### src/rtl/salru_pkg.sv
// Shared constants and types of the set-associative tag directory with matrix LRU.
// No dependencies; every other file of the block but salru_ram imports this package.
`timescale 1ns / 1ps

package salru_pkg;

  // Field and register widths of the external ports
  localparam int ADDR_W     = 32;
  localparam int OFFSET_W   = 4;
  localparam int SETB_W     = 4;
  localparam int AWAYS_W    = 3;
  localparam int WAY_OUT_W  = 2;
  localparam int CFG_IDX_W  = 2;
  localparam int CFG_DATA_W = 4;

  // Widest raw set index the set-bit count can select before wrapping
  localparam int IDX_W = (1 << SETB_W) - 1;

  // Defaults for the top-level parameters
  localparam int WAYS_DEF      = 4;
  localparam int SETS_DEF      = 256;
  localparam int ADDR_BITS_DEF = 32;

  // Register values after reset
  localparam logic [OFFSET_W-1:0] OFFSET_BITS_RST = OFFSET_W'(6);
  localparam logic [SETB_W-1:0]   IDX_BITS_RST    = SETB_W'(8);
  localparam logic [AWAYS_W-1:0]  ACTIVE_WAYS_RST = AWAYS_W'(4);

  // Configuration register indexes
  typedef enum logic [CFG_IDX_W-1:0] {
    CFG_OFFSET_BITS = 2'd0,
    CFG_IDX_BITS    = 2'd1,
    CFG_ACTIVE_WAYS = 2'd2
  } cfg_reg_t;

endpackage

### src/rtl/salru_lookup.sv
// Tag compare, victim choice and LRU matrix update for one set.
// Depends on salru_pkg; purely combinational.
`timescale 1ns / 1ps

module salru_lookup import salru_pkg::*; #(
  parameter int WAYS  = WAYS_DEF,
  parameter int TAG_W = ADDR_W
) (
  input  logic [AWAYS_W-1:0]                       active_ways,
  input  logic [TAG_W-1:0]                         tag,
  input  logic [WAYS-1:0][TAG_W:0]                 tag_words,
  input  logic [WAYS*WAYS-1:0]                     lru_word,
  output logic                                     hit,
  output logic [(WAYS > 1 ? $clog2(WAYS) : 1)-1:0] used_way,
  output logic [WAYS*WAYS-1:0]                     lru_nxt
);

  localparam int WAY_W = (WAYS > 1) ? $clog2(WAYS) : 1;
  localparam int NW    = $clog2(WAYS + 1);
  localparam int CNT_W = $clog2(WAYS + 1);

  logic [NW-1:0]    n_eff;
  logic [WAYS-1:0]  act;
  logic [WAYS-1:0]  hit_vec;
  logic [WAY_W-1:0] hit_way;
  logic [WAY_W-1:0] victim;

  // Clamp the associativity in use to 1..WAYS
  always_comb begin
    if (active_ways == '0) begin
      n_eff = NW'(1);
    end else if (32'(active_ways) > 32'(WAYS)) begin
      n_eff = NW'(WAYS);
    end else begin
      n_eff = NW'(active_ways);
    end
    for (int w = 0; w < WAYS; w++) begin
      act[w] = (32'(w) < 32'(n_eff));
    end
  end

  // Compare the tag against every valid active way; lowest match wins
  always_comb begin
    hit_way = '0;
    for (int w = 0; w < WAYS; w++) begin
      hit_vec[w] = act[w] && tag_words[w][TAG_W] && (tag_words[w][TAG_W-1:0] == tag);
    end
    for (int w = WAYS - 1; w >= 0; w--) begin
      if (hit_vec[w]) begin
        hit_way = WAY_W'(w);
      end
    end
    hit = |hit_vec;
  end

  // Victim: fewest ones in the row over active columns, lowest way on ties
  always_comb begin
    logic [CNT_W-1:0] cnt;
    logic [CNT_W:0]   best_cnt;
    logic [WAYS-1:0]  row;
    victim   = '0;
    best_cnt = (CNT_W + 1)'(WAYS + 1);
    for (int w = 0; w < WAYS; w++) begin
      row = lru_word[w*WAYS +: WAYS] & act;
      cnt = '0;
      for (int j = 0; j < WAYS; j++) begin
        cnt = cnt + CNT_W'(row[j]);
      end
      if (act[w] && ({1'b0, cnt} < best_cnt)) begin
        best_cnt = {1'b0, cnt};
        victim   = WAY_W'(w);
      end
    end
  end

  assign used_way = hit ? hit_way : victim;

  // Set the used way's row, then clear its column across active rows
  always_comb begin
    logic [WAYS-1:0] row;
    for (int w = 0; w < WAYS; w++) begin
      row = lru_word[w*WAYS +: WAYS];
      if (WAY_W'(w) == used_way) begin
        row = row | act;
      end
      if (act[w]) begin
        for (int j = 0; j < WAYS; j++) begin
          if (WAY_W'(j) == used_way) begin
            row[j] = 1'b0;
          end
        end
      end
      lru_nxt[w*WAYS +: WAYS] = row;
    end
  end

endmodule

### config.mk
export PLATFORM = sky130hd
export DESIGN_NAME = salru_lookup
export DESIGN_NICKNAME = d
export VERILOG_FILES = /design/src/rtl/salru_pkg.sv /design/src/rtl/salru_lookup.sv
export SDC_FILE = /design/constraint.sdc
export NUM_CORES = 1
export LEC_CHECK = 0
export ABC_AREA = 1
export BUFFER_PORTS_ARGS = -buffer_cell sky130_fd_sc_hd__buf_2
export CORE_ASPECT_RATIO = 1.1
export CORE_MARGIN = 2
export CORE_UTILIZATION = 47
export DETAILED_ROUTE_END_ITERATION = 6
export PLACE_DENSITY = 0.95
export SYNTH_ARGS = -nofsm -noshare
export SYNTH_HDL_FRONTEND = slang
export SYNTH_SLANG_ARGS = --single-unit
### constraint.sdc
create_clock -name vclk -period 6.8
set_clock_uncertainty 0.1 [all_clocks]
set_input_delay 1.36 -clock vclk [all_inputs]
set_output_delay 1.36 -clock vclk [all_outputs]
set_load 0.01 [all_outputs]
==> qor.csv <==
metric,value,unit
Worst EP required,5340,ps
leading post-synthesis cells by cell area,"nand2_1 (14%), inv_1 (14%), nor2_1 (8.9%)",
FMAX,143,MHz
Worst-Margin Slew,535,ps
I/O Buffers,202,
ant diodes,0,
Final Critical Period,7000,ps
combinational cell fraction of total power,100.0,%
post-synth top area share,13.8,%
Rel. slew slack,63.4,%
slowest CP cell,fa_1,
Cell Pwr Density,146,nW/um2
Hold Path Class,primary input to primary output,
Post-Place Cells,948,
Core Region,7430,um2
post-synthesis instance total,658,
Slew Limit Fails,0,
sequential-to-total area share from yosys stat,0,%
run status,"finished, violations left",
clk_buf instances,0,
initial antenna violation count,0,
PnR worst setup slack,-201,ps
MaxCap Viol Count,0,
Syn Area/Cell,5.43,um2
vias in the first global route,5304,
DR vias/cell,6.09,
fraction of power spent switching nets,60.9,%
share of cells above drive strength 1,34.7,%
Leakage,2.85,nW
IO Pins,202,
Nets,1075,
DP Worst Slack,-121,ps
final sequential cell count,0,
Non-Filler Instances,959,
crit end category,primary output,
register area,0,um2
Critical Path AT,5540,ps
final setup fails,16,
Max IR drop VDD,0.0667,mV
total number of vias,5841,
FP Rows,33,
# DRC,4,
Flop pwr share,0,%
failing checks,"DRC, setup timing",
GR Util All Layers,41.7,%
first-pass GRT wire length,26.4,mm
synth warn,0,
post-synth top area cell,nand2_1,
sum of negative setup slack,-2270,ps
syn nets,859,
Power Internal,0.000287,W
Routed Antenna Nets,0,
net load switching power,0.000448,W
Fill cells,693,
die extent in x,87.2,um
Initial DRT Pass Iterations,7,
HPWL Detailed,15.4,mm
critical path class,primary input to primary output,
largest net degree at the start of global routing,9,
mapped cell area,3570,um2
Synth cell types,43,
wire per inst,21.2,um
final hold slack,2930,ps
RSZ-0062 raised after global routing,true,
Clk pwr share,0,%
Die Y,95.5,um
gr ovfl total,0,
Slowest Stage Delay on Critical Path,460,ps
Final Hold Vio Count,0,
startpoint types,primary input,
initial cell density of the core,48.1,%
"Period Utilization, post-route",103,%
1st-iter DRT viols,655,
die area,8320,um2
area grow syn2layout,40.4,%
cts hold-fix bufs,0,
CP most frequent cell,nand2_4,
CP max FO,5,
Final Wtd Congestion,1.10,
Total Routed Length,20.3,mm
[kinds of logic after synthesis]
kind of cell	Yosys count	share of synthesized area, %
simple gates	390	54.4
compound gates	53	10.7
fa+ha+maj	18	7.14
buf+inv	147	15.6
xor+xnor	50	12.3
[power groups by stage]
stage / clock network (W) / logic (W) / registers [W]
global placement: 0 / 0.000561 / 0
floorplan: 0 / 0.000364 / 0
global route: 0 / 0.000787 / 0
CTS: 0 / 0.000580 / 0
finish: 0 / 0.000735 / 0
detailed placement: 0 / 0.000570 / 0
[worst paths after layout]
kind	from	endpoint	slack (ps)	depth (start not counted)
worst min-delay path	lru_word[9]	lru_nxt[9]	2930	4
worst max-delay path	lru_word[4]	lru_nxt[12]	-200	29
[stage by stage]
stage | utilization [%] | cell area [um2] | power (W)
2_1_floorplan | - | 3570 | 0.000364
3_3_place_gp | 63.5 | 4720 | 0.000561
3_5_place_dp | 63.5 | 4720 | 0.000570
4_1_cts | 63.9 | 4750 | 0.000580
5_1_grt | 67.5 | 5020 | 0.000787
6_report | 67.5 | 5020 | 0.000735
[per-layer routing]
layer | up-vias | global-route usage (%) | wire length (um)
met4 | 0 | 27.4 | 1980
met2 | 558 | 72.3 | 9080
met3 | 176 | 5.71 | 2530
met1 | 2527 | 47.3 | 6720
met5 | - | 0 | 0
li1 | 2580 | - | -
[worst max-delay path, delay by kind of cell]
kind	cells	cell delay (ps)
AO/OA/AOI/OAI	3	560
adder cells (fa/ha/maj)	6	1610
AND/OR/NAND/NOR	14	1180
buffers and inverters	6	820
[repair_timing]
item / 4_1_cts / 5_1_grt
endpoints found under the setup margin: 16 / 17
resized for setup: 6 / 41
endpoints found under the hold margin: 0 / 0
setup buffers: 1 / 10
pin swaps: 2 / 27
[Yosys cell counts (3+ instances only)]
master       n
inv_2       12
nand2_2      8
nor4_1      17
buf_2        3
ha_1        14
a21oi_2      6
or2_2       17
nor2_1      85
nand2_4      6
nand2_1    131
xor2_1      34
nor3b_1      6
inv_1      129
nand3b_1     3
o21ai_1      3
nand3_1     29
fa_1         4
nand4_1     39
xnor2_1     16
o2111ai_1    6
or2_1       11
a21oi_1      4
a2111oi_0    6
o21ai_0     16
a211oi_1     4
nor4b_1      6
nor3_1      21
[layout by cell type (no fill, tap or decap), drive strengths merged, types with 4 or more instances in the layout]
cell     Yosys  routed
a2111oi      7       7
a211oi       4       4
a21oi       11      11
buf          3     220
fa           4       4
ha          14      14
inv        141     141
nand2      146     146
nand3       31      31
nand4       39      39
nor2        88      88
nor3        21      21
nor3b        6       6
nor4        17      17
nor4b        6       6
o2111ai      6       6
o21ai       20      20
or2         28      28
xnor2       16      16
xor2        34      34
[layout make-up]
cell class                      instances  area (um2)  area share [%]
Inverter                              141         534            10.6
Multi-Input combinational cell        511        3200            63.7
Tap cell                               87         109            2.17
Timing Repair Buffer                  220        1180            23.5
No activity file was read; power rests on OpenSTA's default activity.
