### src/rtl/salru_pkg.sv
// Shared constants and types of the set-associative tag directory with matrix LRU.
// No dependencies; every other file of the block but salru_ram imports this package.
`timescale 1ns / 1ps

package salru_pkg;

  // Field and register widths of the external ports
  localparam int ADDR_W     = 32;
  localparam int OFFSET_W   = 4;
  localparam int SETB_W     = 4;
  localparam int AWAYS_W    = 3;
  localparam int WAY_OUT_W  = 2;
  localparam int CFG_IDX_W  = 2;
  localparam int CFG_DATA_W = 4;

  // Widest raw set index the set-bit count can select before wrapping
  localparam int IDX_W = (1 << SETB_W) - 1;

  // Defaults for the top-level parameters
  localparam int WAYS_DEF      = 4;
  localparam int SETS_DEF      = 256;
  localparam int ADDR_BITS_DEF = 32;

  // Register values after reset
  localparam logic [OFFSET_W-1:0] OFFSET_BITS_RST = OFFSET_W'(6);
  localparam logic [SETB_W-1:0]   IDX_BITS_RST    = SETB_W'(8);
  localparam logic [AWAYS_W-1:0]  ACTIVE_WAYS_RST = AWAYS_W'(4);

  // Configuration register indexes
  typedef enum logic [CFG_IDX_W-1:0] {
    CFG_OFFSET_BITS = 2'd0,
    CFG_IDX_BITS    = 2'd1,
    CFG_ACTIVE_WAYS = 2'd2
  } cfg_reg_t;

endpackage

### src/rtl/salru_split.sv
// Address split: input register plus set index and tag extraction.
// Depends on salru_pkg; wraps the set index modulo SETS.
`timescale 1ns / 1ps

module salru_split import salru_pkg::*; #(
  parameter int SETS      = SETS_DEF,
  parameter int ADDR_BITS = ADDR_BITS_DEF
) (
  input  logic                                     clk,
  input  logic                                     ld,
  input  logic [ADDR_W-1:0]                        address,
  input  logic [OFFSET_W-1:0]                      offset_bits,
  input  logic [SETB_W-1:0]                        idx_bits,
  output logic [(SETS > 1 ? $clog2(SETS) : 1)-1:0] set_idx,
  output logic [(ADDR_BITS < ADDR_W ? ADDR_BITS : ADDR_W)-1:0] tag
);

  localparam int SET_W = (SETS > 1) ? $clog2(SETS) : 1;
  localparam int TAG_W = (ADDR_BITS < ADDR_W) ? ADDR_BITS : ADDR_W;
  localparam int EXT_W = (SET_W > IDX_W) ? SET_W : IDX_W;
  localparam logic [ADDR_W-1:0] ADDR_MASK =
    (ADDR_BITS >= ADDR_W) ? {ADDR_W{1'b1}} : ((ADDR_W'(1) << ADDR_BITS) - ADDR_W'(1));

  logic [ADDR_W-1:0]   addr_m;
  logic [SETB_W:0]     tag_sh;
  logic [IDX_W:0]      idx_mask;
  logic [IDX_W-1:0]    idx_nxt;
  logic [TAG_W-1:0]    tag_nxt;
  logic [TAG_W-1:0]    tag_r;

  // Cut the address into raw set index and tag
  always_comb begin
    addr_m   = address & ADDR_MASK;
    tag_sh   = {1'b0, offset_bits} + {1'b0, idx_bits};
    idx_mask = ((IDX_W + 1)'(1) << idx_bits) - (IDX_W + 1)'(1);
    idx_nxt  = IDX_W'(addr_m >> offset_bits) & idx_mask[IDX_W-1:0];
    tag_nxt  = TAG_W'(addr_m >> tag_sh);
  end

  // Capture the tag of the incoming transaction
  always_ff @(posedge clk) begin
    if (ld) begin
      tag_r <= tag_nxt;
    end
  end

  assign tag = tag_r;

  generate
    if ((SETS & (SETS - 1)) == 0) begin : g_pow2
      logic [IDX_W-1:0] idx_r;
      logic [EXT_W-1:0] idx_ext;

      always_ff @(posedge clk) begin
        if (ld) begin
          idx_r <= idx_nxt;
        end
      end

      // Power-of-two set count: wrap by masking
      always_comb begin
        idx_ext = EXT_W'(idx_r) & EXT_W'(SETS - 1);
        set_idx = idx_ext[SET_W-1:0];
      end
    end else begin : g_recip
      localparam int Q_SH  = 16;
      localparam int RECIP = 65536 / SETS;

      logic [31:0]      prod;
      logic [IDX_W-1:0] quo_nxt;
      logic [IDX_W-1:0] idx_r;
      logic [IDX_W-1:0] quo_r;
      logic [31:0]      rem;

      // Estimate the quotient by a reciprocal product ahead of the register
      always_comb begin
        prod    = 32'(idx_nxt) * 32'(RECIP);
        quo_nxt = IDX_W'(prod >> Q_SH);
      end

      always_ff @(posedge clk) begin
        if (ld) begin
          idx_r <= idx_nxt;
          quo_r <= quo_nxt;
        end
      end

      // Remainder, corrected once since the estimate may be one short
      always_comb begin
        rem = 32'(idx_r) - 32'(quo_r) * 32'(SETS);
        if (rem >= 32'(SETS)) begin
          rem = rem - 32'(SETS);
        end
        set_idx = SET_W'(rem);
      end
    end
  endgenerate

endmodule

### config.mk
export PLATFORM = sky130hd
export DESIGN_NAME = salru_split
export DESIGN_NICKNAME = d
export VERILOG_FILES = /design/src/rtl/salru_pkg.sv /design/src/rtl/salru_split.sv
export SDC_FILE = /design/constraint.sdc
export NUM_CORES = 1
export LEC_CHECK = 0
export ABC_CLOCK_PERIOD_IN_PS = 8100
export CAP_MARGIN = 20
export CORE_ASPECT_RATIO = 0.5
export CORE_MARGIN = 2
export CORE_UTILIZATION = 60
export CTS_CLUSTER_DIAMETER = 80
export CTS_CLUSTER_SIZE = 16
export DETAILED_ROUTE_END_ITERATION = 10
export DONT_BUFFER_PORTS = 1
export MAX_ROUTING_LAYER = met4
export PLACE_DENSITY = 0.74
export SYNTH_ARGS = -nofsm -noshare
export SYNTH_HDL_FRONTEND = slang
export SYNTH_SLANG_ARGS = --single-unit
### constraint.sdc
create_clock -name clk -period 8.1 [get_ports clk]
set_input_delay 0.81 -clock clk [delete_from_list [all_inputs] [get_ports clk]]
set_output_delay 0.81 -clock clk [all_outputs]
set_load 0.05 [all_outputs]
==> qor.txt <==
FINAL LAYOUT
-------------------------------------------------------------------------------------------
Fraction of the core area covered by cells at the end of the flow                     65.6%
ANT cells                                                                                 0
Area growth from synthesis to layout                                                  3.43%
Final #Nets                                                                             392
Share of final-layout standard cells stronger than drive strength 1                   18.3%

POWER AND IR DROP
-------------------------------------------------------------------------------------------
Clock share of power                                                                  24.7%
Power Dens Cells                                                                 229 nW/um2
Total chip power                                                                   0.932 mW
Peak ir drop on the vdd network                                                    0.108 mV
Leak Pwr                                                                            1.52 nW
Comb power frac                                                                       31.8%
Sequential Power Share                                                                43.5%
Switch Pwr                                                                         0.376 mW
Proportion of total power due to net switching                                        40.3%
Internal power                                                                     0.556 mW

GLOBAL ROUTE
-------------------------------------------------------------------------------------------
Global router's overall resource usage                                                29.4%
Total global routing overflow                                                             0
Number of antenna violations at the first check in global routing                         0
Global-route wire length before repair                                            15,700 um
Maximum number of pins on one net before global-route repair                             41
Vias in the first global route                                                        2,879

CLOCK TREE
-------------------------------------------------------------------------------------------
Num CTS Buffers                                                                           5
H-tree depth reported by CTS                                                              2
Root buf cell                                                                  sky130_fd_sc_hd__clkbuf_16
Hold_buf cts                                                                              0
Quantity of gates resized following cts                                                   0
Clock tree from TritonCTS                                                             built
Post-CTS setup repair buffer count                                                        0
Total number of clock tree sinks                                                         40
CTS clk-pin slew, worst paths                                                         70 ps
Worst-case clock buffer depth                                                             2

SYNTH
-------------------------------------------------------------------------------------------
Part of the Yosys area used for sequential elements                                   30.5%
Synth area leaders                                                             sky130_fd_sc_hd__edfxtp_1 31%, sky130_fd_sc_hd__mux4_2 18%, sky130_fd_sc_hd__mux2i_1 8.1%
Number of synthesis warnings                                                              0
Netlist Area Pre-Place                                                             3940 um2
Number of synthesized register bits                                                      40
Gate Count Post-Synth                                                                   366
Prevailing post-synth register cell                                            sky130_fd_sc_hd__edfxtp_1
Number of distinct library cells after synthesis                                         47
Count of flip-flops with a built-in enable after synthesis                               40
Cell with the most instances after synthesis                                   sky130_fd_sc_hd__edfxtp_1
Synth async-reset ratio                                                                  0%
Top cells by count, synth                                                      40 x sky130_fd_sc_hd__edfxtp_1, 37 x sky130_fd_sc_hd__nand2_1, 32 x sky130_fd_sc_hd__mux2i_1, 32 x sky130_fd_sc_hd__mux4_2, 27 x sky130_fd_sc_hd__nor2_1
Proportion of netlist area held by the largest area contributor                       30.5%
Largest area contributor in the synthesized netlist                            sky130_fd_sc_hd__edfxtp_1
Post-Synthesis Net Count                                                                414
Mean Syn Cell Area                                                                 10.8 um2

STA
-------------------------------------------------------------------------------------------
Setup TNS after final layout                                                           0 ps
Final Hold Slack                                                                     625 ps
Normalized max-slew margin                                                            32.5%
Period Utilization, post-route                                                        44.1%
Slew at the pin closest to its max-slew limit                                       1010 ps
Setup WS post-layout                                                                4530 ps
Max-slew violations                                                                       0
Final period demand of the worst path                                               3570 ps
Count of endpoints failing hold in the final timing report                                0
Maximum operating frequency                                                         280 MHz
Unrepaired setup endpoints after global routing                                          no
Number of setup violations in the final report                                            0

FLOORPLAN
-------------------------------------------------------------------------------------------
Placeable core area                                                                6210 um2
Die Width                                                                            119 um
Num ports                                                                                82
Chip height                                                                         61.3 um
Row cnt                                                                                  20
Die footprint                                                                      7260 um2
Initial Utilization                                                                   63.4%

RUN
-------------------------------------------------------------------------------------------
Maxcap violations                                                                         0

CRITICAL PATH
-------------------------------------------------------------------------------------------
CP Capture Type                                                                   flip-flop
Data arrival time of the worst path                                                 3700 ps
CP Launch Type                                                                 primary input
Crit. Startpoint                                                               offset_bits[2]
Endpoint of the most critical setup path                                             tag[6]
Data required time at the worst endpoint                                            8230 ps
Critical path class                                                               in -> reg
Worst Path Max Fanout                                                                    22

ROUTE
-------------------------------------------------------------------------------------------
Via Count                                                                             3,116
Vias/cell                                                                              7.20
Number of design-rule violations left by the first detailed-router iteration            324
Avg WL per Cell                                                                     23.2 um
Antenna-violating nets left                                                               0
Count of TritonRoute iterations in the first routing pass                                 5
Total Wirelength                                                                  10,100 um
Count of unresolved DRC violations after routing                                          0

PLACED DESIGN
-------------------------------------------------------------------------------------------
Port Buffers                                                                              0
Final HPWL DP                                                                       7280 um
Routability congestion estimate from global placement                                 0.981
Placement Setup Slack                                                               4270 ps

WORST HOLD PATH
-------------------------------------------------------------------------------------------
Class of the tightest hold or removal check                                       in -> reg

RUN STATUS
-------------------------------------------------------------------------------------------
Outcome                                                                        finished, final reports clean

==> critical path, stage by stage <==
cell	delay (ps)
sky130_fd_sc_hd__ha_1	390
sky130_fd_sc_hd__and3_1	200
sky130_fd_sc_hd__o21ai_1	730
sky130_fd_sc_hd__nand2_1	740
sky130_fd_sc_hd__mux4_2	660
sky130_fd_sc_hd__mux2i_1	150
==> layer usage <==
layer / vias up / wire, um / global-route usage, %
met4: 0 / 146 / 8.84
met1: 1512 / 4300 / 40.7
met5: - / 0 / -
met2: 193 / 4530 / 43.3
li1: 1395 / - / -
met3: 16 / 1080 / 7.41
==> metrics by stage <==
step / cell area, um2 / std cells
final: 4070 / 433
after global routing: 4070 / 433
after CTS: 4060 / 432
after detailed placement: 3890 / 424
after global placement: 3890 / 424
after floorplan: 3940 / 366
==> registers in the layout (all words and copies together) (netlist names) <==
signal,flops
g_pow2.idx_r,8
tag,32
==> cell families after synthesis <==
family,count (synthesis),synth area share [%]
flip-flops,40,30.5
adder cells (fa/ha/maj),6,2.10
buffers and inverters,44,5.79
multiplexers,85,35.5
XOR/XNOR,3,0.668
AND/OR/NAND/NOR,97,11.1
AO/OA/AOI/OAI,91,14.3
==> area by class of cell <==
cell class,instances,area [um2]
multi-input combinational,282,2520
fill,491,2140
sequential,40,1200
clock buffer,5,125
tap,88,110
clock inverter,3,42.5
timing repair buffer,5,37.5
inverter,10,37.5
==> worst min-delay path by stage <==
stage / from / end / slack, ps / depth (start not counted)
4_1_cts: ld / g_pow2.idx_r[0] / 630 / 0
3_5_place_dp: ld / g_pow2.idx_r[0] / 930 / 0
2_1_floorplan: ld / g_pow2.idx_r[0] / 920 / 0
5_1_grt: ld / g_pow2.idx_r[0] / 620 / 0
3_3_place_gp: ld / g_pow2.idx_r[0] / 920 / 0
6_report: ld / g_pow2.idx_r[0] / 620 / 0
==> power by group through the flow <==
stage | Sequential [mW] | Clock (mW) | Combinational (mW)
after floorplan | 0.405 | 0 | 0.245
after global placement | 0.409 | 0 | 0.285
after CTS | 0.406 | 0.231 | 0.290
after detailed placement | 0.410 | 0 | 0.288
final | 0.405 | 0.230 | 0.297
after global routing | 0.408 | 0.240 | 0.321
==> cell usage in the layout (no fill, tap or decap), types with 2 or more instances in the layout <==
cell type                   count
sky130_fd_sc_hd__a211oi_1       7
sky130_fd_sc_hd__a21o_1         4
sky130_fd_sc_hd__a21oi_1       26
sky130_fd_sc_hd__a22oi_1        4
sky130_fd_sc_hd__a31oi_1        2
sky130_fd_sc_hd__and2_1         2
sky130_fd_sc_hd__and3_1         7
sky130_fd_sc_hd__buf_4          5
sky130_fd_sc_hd__clkbuf_16      5
sky130_fd_sc_hd__edfxtp_1      40
sky130_fd_sc_hd__ha_1           4
sky130_fd_sc_hd__inv_1         10
sky130_fd_sc_hd__mux2_2        13
sky130_fd_sc_hd__mux2i_1       32
sky130_fd_sc_hd__mux4_1         8
sky130_fd_sc_hd__mux4_2        32
sky130_fd_sc_hd__nand2_1       37
sky130_fd_sc_hd__nand3_1       10
sky130_fd_sc_hd__nor2_1        27
sky130_fd_sc_hd__nor2b_1        2
sky130_fd_sc_hd__nor3_1         5
sky130_fd_sc_hd__o211ai_1       9
sky130_fd_sc_hd__o21a_1         3
sky130_fd_sc_hd__o21ai_0       23
sky130_fd_sc_hd__o22ai_1        2
sky130_fd_sc_hd__o31ai_1        3
sky130_fd_sc_hd__or2_2          2
sky130_fd_sc_hd__xnor2_1        2
Note: power is estimated with default switching activity, not from simulation.
