### src/rtl/salru_ram.sv
// Generic single-write, single-read RAM with registered read data.
// Stand-alone; a read and a write to one address in a cycle return the old word.
`timescale 1ns / 1ps

module salru_ram #(
  parameter int WIDTH = 8,
  parameter int DEPTH = 16
) (
  input  logic                                    clk,
  input  logic                                    we,
  input  logic [(DEPTH > 1 ? $clog2(DEPTH) : 1)-1:0] waddr,
  input  logic [WIDTH-1:0]                        wdata,
  input  logic                                    re,
  input  logic [(DEPTH > 1 ? $clog2(DEPTH) : 1)-1:0] raddr,
  output logic [WIDTH-1:0]                        rdata
);

  logic [WIDTH-1:0] mem_r [DEPTH];
  logic [WIDTH-1:0] rdata_r;

  // Write port and registered read port
  always_ff @(posedge clk) begin
    if (we) begin
      mem_r[waddr] <= wdata;
    end
    if (re) begin
      rdata_r <= mem_r[raddr];
    end
  end

  assign rdata = rdata_r;

endmodule

### config.mk
export PLATFORM = sky130hd
export DESIGN_NAME = salru_ram
export DESIGN_NICKNAME = d
export VERILOG_FILES = /design/src/rtl/salru_ram.sv
export SDC_FILE = /design/constraint.sdc
export NUM_CORES = 1
export LEC_CHECK = 0
export ABC_CLOCK_PERIOD_IN_PS = 2600
export BUFFER_PORTS_ARGS = -buffer_cell sky130_fd_sc_hd__buf_2
export CAP_MARGIN = 20
export CORE_ASPECT_RATIO = 1.2
export CORE_MARGIN = 4
export CORE_UTILIZATION = 35
export CTS_CLUSTER_SIZE = 25
export DETAILED_ROUTE_END_ITERATION = 7
export GPL_TIMING_DRIVEN = 1
export PLACE_DENSITY = 0.57
export SYNTH_ARGS = -nofsm -noshare
export SYNTH_HDL_FRONTEND = slang
export SYNTH_SLANG_ARGS = --single-unit
export TNS_END_PERCENT = 20
### constraint.sdc
create_clock -name clk -period 2.6 [get_ports clk]
set_input_delay 0.52 -clock clk [delete_from_list [all_inputs] [get_ports clk]]
set_output_delay 0.52 -clock clk [all_outputs]
set_load 0.01 [all_outputs]
==> key figures, run 1 <==
Run status
  • Status: completed

Power
  • Leak Pwr: 2.08 nW
  • Logic pwr share: 4.7%
  • Pint: 3.96 mW
  • Switching pwr: 961 µW
  • Power, Total: 4.92 mW
  • Pwr per Cell Area: 789 mW/mm²
  • Clock power share: 44.9%
  • Worst vdd ir: 0.439 mV
  • Sw frac: 19.5%
  • Sequential power share: 50.5%

Routing
  • Remaining DRCs: 0
  • Iter 0 DRT Violations: 186
  • Pre-antenna DRT Iters: 4
  • Via count: 2406
  • DRT antenna net count: 0
  • Wire length after detailed routing: 10200 µm
  • WL per Instance: 20.5 µm
  • Vias/cell: 4.85

Critical path
  • CP Cell Sequence: buf_2 -> buf_12 -> mux4_1 -> a22oi_1 -> nand2_1
  • WP buf/inv: 2
  • Req. time, crit path: 2750 ps
  • Cell count along the critical path: 5
  • Largest stage delay on the critical path: 590 ps
  • Crit path capture type: flip-flop
  • Setup CP Type: in -> reg
  • Reg2Reg Depth: 3
  • CP startpoint kind: input port
  • Worst path top cell family by delay: multiplexers
  • Worst path slowest cell: mux4_1
  • Critical Path Fanout Max: 32
  • Critical Path AT: 1890 ps

Global route
  • Vias in the first global route: 2688
  • Number of antenna violations at the first check in global routing: 0
  • Total gr overflow: 0
  • Largest net degree at the start of global routing: 33
  • GRT Util Overall: 12.8%
  • First-pass GRT wire length: 15900 µm

Timing
  • Final Max Tran Viols: 0
  • Final TNS setup: 0 ps
  • Unrepaired setup endpoints after global routing: false
  • Final setup vio count: 0
  • Max Fclk: 574 MHz
  • Hold Fails Final Rpt: 0
  • WHS: 492 ps
  • Tcrit/Tclk final: 67.0%
  • Slew headroom: 57.5%
  • Final worst slack: 859 ps
  • Setup Skew: 9.32 ps
  • Worst-margin pin slew: 635 ps
  • Fin crit period: 1740 ps

Clock tree
  • CTS Buf Count: 17
  • Clock Latency Late Sink: 400 ps
  • Clock sink total: 136
  • Post-cts gate resize count: 0
  • Htree depth: 4
  • Bufs on Longest Clock Path: 2
  • CTS root buffer: clkbuf_16
  • Reg clk slew, reported paths: 50 ps
  • CTS tree: done
  • Post-CTS Setup Bufs: 0
  • CTS Hold Bufs: 0

Synth
  • Syn Inst Count: 229
  • Synth unique cells: 18
  • Syn nets: 248
  • Post-Syn Area per Cell: 22.8 µm²
  • Register bit total from synthesis: 136
  • Yosys warnings: 0
  • Register area share after synthesis: 78.1%
  • Synthesized area: 0.00523 mm²

Finish
  • Commonest non-fill, non-tap cell in the layout: edfxtp_1
  • Most frequent cells in the layout: 136 x edfxtp_1, 26 x buf_2, 18 x mux4_2
  • Ant diodes: 0
  • FILL cells: 1308
  • Multi-input logic area: 0.00106 mm²
  • Layout Nets: 302
  • Final core utilization: 42.9%
  • Fin area: 0.00624 mm²
  • Layout Area Growth over Synthesis: 19.3%
  • Share of cells above drive strength 1: 30.1%
  • Sequential Area: 0.00408 mm²
  • Final cell count without fillers: 496

Floorplanning
  • Core area: 0.0145 mm²
  • Die height: 142 µm
  • Die area: 0.0170 mm²
  • Initial Utilization: 36.0%
  • Ports: 27
  • Row count: 48
  • Die X: 120 µm

Placed design
  • Setup WS pre-CTS: 392 ps
  • RD Place Congestion: 0.765
  • Placed Area: 0.00569 mm²
  • PortBufs: 26
  • Detailed Place HPWL: 6560 µm
  • Inst Count DP: 464

Run
  • Max-Cap Viols: 0

Min path
  • Worst hold stages: 1
  • Worst Hold Class: in -> reg
[path summary, 6_finish.rpt]
| kind | start | end | slack [ps] |
|---|---|---|---|
| setup / recovery | raddr[0] | rdata[0]$_DFFE_PP_ | 860 |
| hold / removal | re | rdata[3]$_DFFE_PP_ | 490 |
| setup reg to reg | mem_r[0][0]$_DFFE_PP_ | rdata[0]$_DFFE_PP_ | 1080 |
| hold reg to reg | mem_r[13][0]$_DFFE_PP_ | rdata[0]$_DFFE_PP_ | 750 |
[cells by family after synthesis]
family / Yosys count / share of synthesized area [%]
AND/OR/NAND/NOR: 35 / 3.14
buffers and inverters: 10 / 1.65
AO/OA/AOI/OAI: 16 / 2.30
multiplexers: 32 / 14.8
flip-flops: 136 / 78.1
[power groups by stage]
stage / sequential (mW) / combinational, mW / clock [mW]
finish: 2.48 / 0.230 / 2.21
global route: 2.49 / 0.251 / 2.36
CTS: 2.48 / 0.235 / 2.25
detailed placement: 2.53 / 0.234 / 0
global placement: 2.53 / 0.231 / 0
floorplan: 2.53 / 0.125 / 0
[synth_stat cells, drive strengths merged]
library cell / count / area share (%)
a22oi: 16 / 2.3
and2: 1 / 0.12
and2b: 1 / 0.14
buf: 7 / 1.1
clkdlybuf4s25: 3 / 0.57
edfxtp: 136 / 78
mux4: 32 / 15
nand2: 9 / 0.65
nand2b: 2 / 0.24
nand3: 1 / 0.096
nand3b: 2 / 0.29
nor2: 13 / 0.93
nor2b: 1 / 0.12
nor3: 4 / 0.38
or3b: 1 / 0.17
[per-layer routing]
layer / vias to the layer above / routed length [µm] / GRT usage [%] / part of all wire, %
li1: 1089 / - / - / -
met5: - / 0 / 0 / 0
met3: 7 / 288 / 2.95 / 2.8
met1: 1263 / 4610 / 16.7 / 45
met4: 0 / 127 / 5.07 / 1.3
met2: 47 / 5120 / 21.0 / 50
[state kept, by name (all words and copies together), names as in the netlist]
| name | count |
|---|---|
| rdata | 8 |
| mem_r | 128 |
[cell type report]
class                           instances  share of cell area [%]
Sequential cell                       136                    65.5
Multi-Input combinational cell         83                    17.0
Clock buffer                           21                    7.06
Timing Repair Buffer                   45                    4.78
Tap cell                              200                    4.01
Clock inverter                         11                    1.71
(Power assumes the default switching activity.)
==> inputs of run 2 (changes only) <==
--- a/config.mk
+++ b/config.mk
@@ -5,7 +5,7 @@
 export SDC_FILE = /design/constraint.sdc
 export NUM_CORES = 1
 export LEC_CHECK = 0
-export ABC_CLOCK_PERIOD_IN_PS = 2600
+export ABC_CLOCK_PERIOD_IN_PS = 1500
 export BUFFER_PORTS_ARGS = -buffer_cell sky130_fd_sc_hd__buf_2
 export CAP_MARGIN = 20
 export CORE_ASPECT_RATIO = 1.2
@@ -14,7 +14,7 @@
 export CTS_CLUSTER_SIZE = 25
 export DETAILED_ROUTE_END_ITERATION = 7
 export GPL_TIMING_DRIVEN = 1
-export PLACE_DENSITY = 0.57
+export PLACE_DENSITY = 0.59
 export SYNTH_ARGS = -nofsm -noshare
 export SYNTH_HDL_FRONTEND = slang
 export SYNTH_SLANG_ARGS = --single-unit
==> constraint.sdc (replaced) <==
create_clock -name clk -period 1.5 [get_ports clk]
set_input_delay 0.3 -clock clk [delete_from_list [all_inputs] [get_ports clk]]
set_output_delay 0.3 -clock clk [all_outputs]
set_load 0.01 [all_outputs]
==> key figures, run 2 (same netlist as run 1, synthesis figures left out) <==
Finish
  • Most flops, register: mem_r
  • Most frequent cells in the layout: 136 x edfxtp_1, 30 x buf_4, 26 x buf_2
  • Fin area: 0.00644 mm²
  • Layout Nets: 316
  • Final cell count without fillers: 509
  • Ant diodes: 0
  • Share of cells above drive strength 1: 38.5%
  • Max FFs per register: 128
  • Final core utilization: 44.3%
  • Commonest non-fill, non-tap cell in the layout: edfxtp_1
  • Layout Area Growth over Synthesis: 23.2%

Routing
  • Routed wl met3: 427 µm
  • Vias/cell: 4.90
  • Wire length after detailed routing: 9910 µm
  • Pre-antenna DRT Iters: 4
  • Metal-1 WL: 4250 µm
  • WL met2: 5160 µm
  • Iter 0 DRT Violations: 144
  • WL per Instance: 19.5 µm
  • DRT antenna net count: 0
  • Via count: 2493
  • Remaining DRCs: 0
  • Max layer used: met4

Floorplanning
  • Die area: 0.0170 mm²
  • Die X: 120 µm
  • Ports: 27
  • Row count: 48
  • Initial Utilization: 36.0%
  • Core area: 0.0145 mm²
  • Die height: 142 µm

Timing
  • Final setup vio count: 0
  • Setup Skew: 8.15 ps
  • Unrepaired setup endpoints after global routing: true
  • Final Max Tran Viols: 0
  • Final TNS setup: 0 ps
  • Fin crit period: 1440 ps
  • Worst-margin pin slew: 875 ps
  • WHS: 261 ps
  • Tcrit/Tclk final: 96.3%
  • Slew headroom: 41.5%
  • Final worst slack: 55.7 ps
  • Hold Fails Final Rpt: 0
  • Max Fclk: 692 MHz

Critical path
  • Reg2reg setup slack: 60 ps
  • Largest stage delay on the critical path: 510 ps
  • Reg2Reg Depth: 3
  • Worst path slowest cell: mux4_2
  • Setup CP Type: reg -> reg
  • Cell count along the critical path: 3
  • Critical Path AT: 1600 ps
  • Worst path top cell family by delay: multiplexers
  • Req. time, crit path: 1660 ps
  • Worst r2r src: mem_r[3][7]$_DFFE_PP_
  • CP startpoint: mem_r[3][7]$_DFFE_PP_
  • Worst R2R End: rdata[7]$_DFFE_PP_
  • WP buf/inv: 0
  • CP Cell Sequence: mux4_2 -> a22oi_2 -> nand2_1
  • Crit path capture type: flip-flop
  • Critical Path Fanout Max: 1
  • CP startpoint kind: flip-flop
  • Critical Path Sink: rdata[7]$_DFFE_PP_

Power
  • Pwr per Cell Area: 1420 mW/mm²
  • Power, Total: 9.13 mW
  • Leak Pwr: 2.16 nW
  • Worst vdd ir: 0.707 mV

Placed design
  • Setup WS pre-CTS: -403 ps
  • Detailed Place HPWL: 6760 µm
  • Inst Count DP: 478
  • RD Place Congestion: 0.750
  • PortBufs: 26
  • Placed Area: 0.00579 mm²

Clock tree
  • Clock Latency Late Sink: 410 ps
  • Clock sink total: 136
  • Bufs on Longest Clock Path: 2
  • CTS Buf Count: 17
  • Htree depth: 4
  • CTS tree: done
  • CTS root buffer: clkbuf_16
  • Reg clk slew, reported paths: 50 ps
  • CTS Hold Bufs: 0

Global route
  • GRT Util Overall: 12.7%
  • Total gr overflow: 0
  • First-pass GRT wire length: 15600 µm
  • Vias in the first global route: 2692
  • Number of antenna violations at the first check in global routing: 0
  • Largest net degree at the start of global routing: 17

Run status
  • Status: completed

Run
  • Max-Cap Viols: 0

Min path
  • Worst Hold Class: in -> reg
-- run 2: worst min path at each step --
stage | start | to | slack [ps] | depth (start not counted)
2_1_floorplan | wdata[0] | mem_r[0][0]$_DFFE_PP_ | 400 | 0
5_1_grt | re | rdata[6]$_DFFE_PP_ | 260 | 1
3_3_place_gp | re | rdata[2]$_DFFE_PP_ | 680 | 1
3_5_place_dp | re | rdata[2]$_DFFE_PP_ | 680 | 1
4_1_cts | re | rdata[2]$_DFFE_PP_ | 250 | 1
6_report | re | rdata[1]$_DFFE_PP_ | 260 | 1
-- run 2: area by class of cell --
class / instances / area [µm²]
Clock buffer: 17 / 425
Multi-Input combinational cell: 83 / 1060
Tap cell: 200 / 250
Timing Repair Buffer: 59 / 415
Clock inverter: 14 / 206
Fill cell: 1272 / 8090
Sequential cell: 136 / 4080
-- run 2: metal layers --
layer,global-route usage (%),up-vias
met3,3.83,4
met1,15.7,1312
li1,-,1112
met5,0,-
met2,21.2,65
met4,4.52,0
-- run 2: what timing repair did --
item                                    4_1_cts  5_1_grt
buffers inserted                              0        0
pin swaps                                     0        1
gates resized for setup                       1        4
endpoints found under the setup margin        1        5
-- run 2: power by group --
| part | internal [mW] | switching (mW) |
|---|---|---|
| Sequential | 4.28 | 0.0209 |
| Clock | 2.92 | 1.47 |
| Combinational | 0.196 | 0.237 |
| Total | 7.40 | 1.73 |
==> inputs of run 3 (changes only) <==
--- a/config.mk
+++ b/config.mk
@@ -10,11 +10,12 @@
 export CAP_MARGIN = 20
 export CORE_ASPECT_RATIO = 1.2
 export CORE_MARGIN = 4
-export CORE_UTILIZATION = 35
+export CORE_UTILIZATION = 30
 export CTS_CLUSTER_SIZE = 25
 export DETAILED_ROUTE_END_ITERATION = 7
+export GPL_ROUTABILITY_DRIVEN = 1
 export GPL_TIMING_DRIVEN = 1
-export PLACE_DENSITY = 0.59
+export PLACE_DENSITY = 0.53
 export SYNTH_ARGS = -nofsm -noshare
 export SYNTH_HDL_FRONTEND = slang
 export SYNTH_SLANG_ARGS = --single-unit
==> key figures, run 3 (same netlist as run 1, synthesis figures left out) <==
Critical path
  • Critical Path Fanout Max: 1
  • Setup CP Type: reg -> reg
  • Largest stage delay on the critical path: 480 ps
  • Critical Path AT: 1590 ps
  • Crit path capture type: flip-flop
  • CP startpoint: mem_r[2][4]$_DFFE_PP_
  • CP Cell Sequence: mux4_2 -> a22oi_1 -> nand2_1
  • Req. time, crit path: 1650 ps
  • CP startpoint kind: flip-flop
  • Worst r2r src: mem_r[2][4]$_DFFE_PP_
  • Worst path slowest cell: mux4_2

Clock tree
  • Clock Latency Late Sink: 410 ps
  • CTS tree: done
  • CTS root buffer: clkbuf_16
  • CTS Hold Bufs: 0
  • Htree depth: 4
  • Reg clk slew, reported paths: 60 ps
  • Bufs on Longest Clock Path: 2
  • CTS Buf Count: 17
  • Clock sink total: 136
  • Post-CTS Setup Bufs: 0

Routing
  • WL per Instance: 20.0 µm
  • Via count: 2478
  • Iter 0 DRT Violations: 219
  • Vias/cell: 4.75
  • Remaining DRCs: 0
  • Wire length after detailed routing: 10500 µm
  • Pre-antenna DRT Iters: 4
  • DRT antenna net count: 0

Placed design
  • Setup WS pre-CTS: -412 ps
  • RD Place Congestion: 0.750
  • PortBufs: 26
  • Detailed Place HPWL: 7150 µm
  • Placed Area: 0.00580 mm²

Power
  • Leak Pwr: 2.12 nW
  • Pwr per Cell Area: 1350 mW/mm²
  • Worst vdd ir: 0.893 mV

Finish
  • Ant diodes: 0
  • Most frequent cells in the layout: 136 x edfxtp_1, 26 x mux4_2, 26 x buf_2
  • Fin area: 0.00638 mm²
  • Commonest non-fill, non-tap cell in the layout: edfxtp_1
  • Most flops, register: mem_r
  • Layout Nets: 312
  • Final core utilization: 37.6%
  • Share of cells above drive strength 1: 37.9%
  • Layout Area Growth over Synthesis: 22.0%
  • FILL cells: 1526
  • Max FFs per register: 128
  • Sequential Area: 0.00408 mm²
  • Multi-input logic area: 0.00105 mm²

Run
  • Max-Cap Viols: 0

Timing
  • Hold Fails Final Rpt: 0
  • Fin crit period: 1440 ps
  • Max Fclk: 694 MHz
  • Worst-margin pin slew: 830 ps
  • Slew headroom: 44.4%
  • Final setup vio count: 0
  • Final Max Tran Viols: 0
  • Unrepaired setup endpoints after global routing: false
  • WHS: 282 ps
  • Setup Skew: 4.30 ps
  • Tcrit/Tclk final: 96.0%
  • Final TNS setup: 0 ps
  • Final worst slack: 59.6 ps

Min path
  • HP Start: re
  • Worst Hold Class: in -> reg

Floorplanning
  • Core area: 0.0170 mm²
  • Row count: 52
  • Ports: 27
  • Die height: 153 µm
  • Die X: 129 µm
  • Die area: 0.0196 mm²
  • Initial Utilization: 30.8%

Global route
  • GRT Util Overall: 11.4%
  • First-pass GRT wire length: 16200 µm
  • Total gr overflow: 0
  • Vias in the first global route: 2616
  • Largest net degree at the start of global routing: 19
  • Number of antenna violations at the first check in global routing: 0

Run status
  • Status: completed
## run 3: worst max-delay path: cells and delay by family (launching register included)
family / cells / cell delay (ps)
mux: 1 / 480
simple gates: 1 / 90
compound gates: 1 / 250
flops: 1 / 370
## run 3: routing by layer
| layer | global-route usage, % | routed length [µm] | up-vias |
|---|---|---|---|
| met5 | 0 | 0 | - |
| met4 | 4.00 | 126 | 0 |
| met3 | 3.79 | 456 | 10 |
| met2 | 18.0 | 5220 | 68 |
| met1 | 14.6 | 4650 | 1297 |
| li1 | - | - | 1103 |
## run 3: repair_timing
item,4_1_cts,5_1_grt
setup endpoints to repair,1,4
cloned,0,0
gates resized for setup,1,4
pin swaps,1,1
## run 3: cell type report
class	instances	area share [%]
clock buffers	17	6.67
clock inverters	15	2.14
multi-input cells	83	16.5
flip-flops and latches	136	64.0
well taps	216	4.24
repair buffers	55	6.43
## run 3: where the power goes
part | switching (mW) | internal (mW)
Sequential | 0.0229 | 4.28
Clock | 1.48 | 2.41
Combinational | 0.242 | 0.195
Total | 1.74 | 6.89
## run 3: final timing paths
check	endpoint	slack (ps)	cells after the start
min reg2reg	rdata[5]$_DFFE_PP_	750	3
max reg2reg	rdata[4]$_DFFE_PP_	60	3
min	rdata[5]$_DFFE_PP_	280	1
max	rdata[4]$_DFFE_PP_	60	3
## run 3: stage by stage
| stage | total power [mW] | instances |
|---|---|---|
| floorplan | 4.61 | 229 |
| global placement | 4.82 | 490 |
| detailed placement | 4.82 | 490 |
| CTS | 8.70 | 522 |
| global route | 8.95 | 522 |
| finish | 8.63 | 522 |
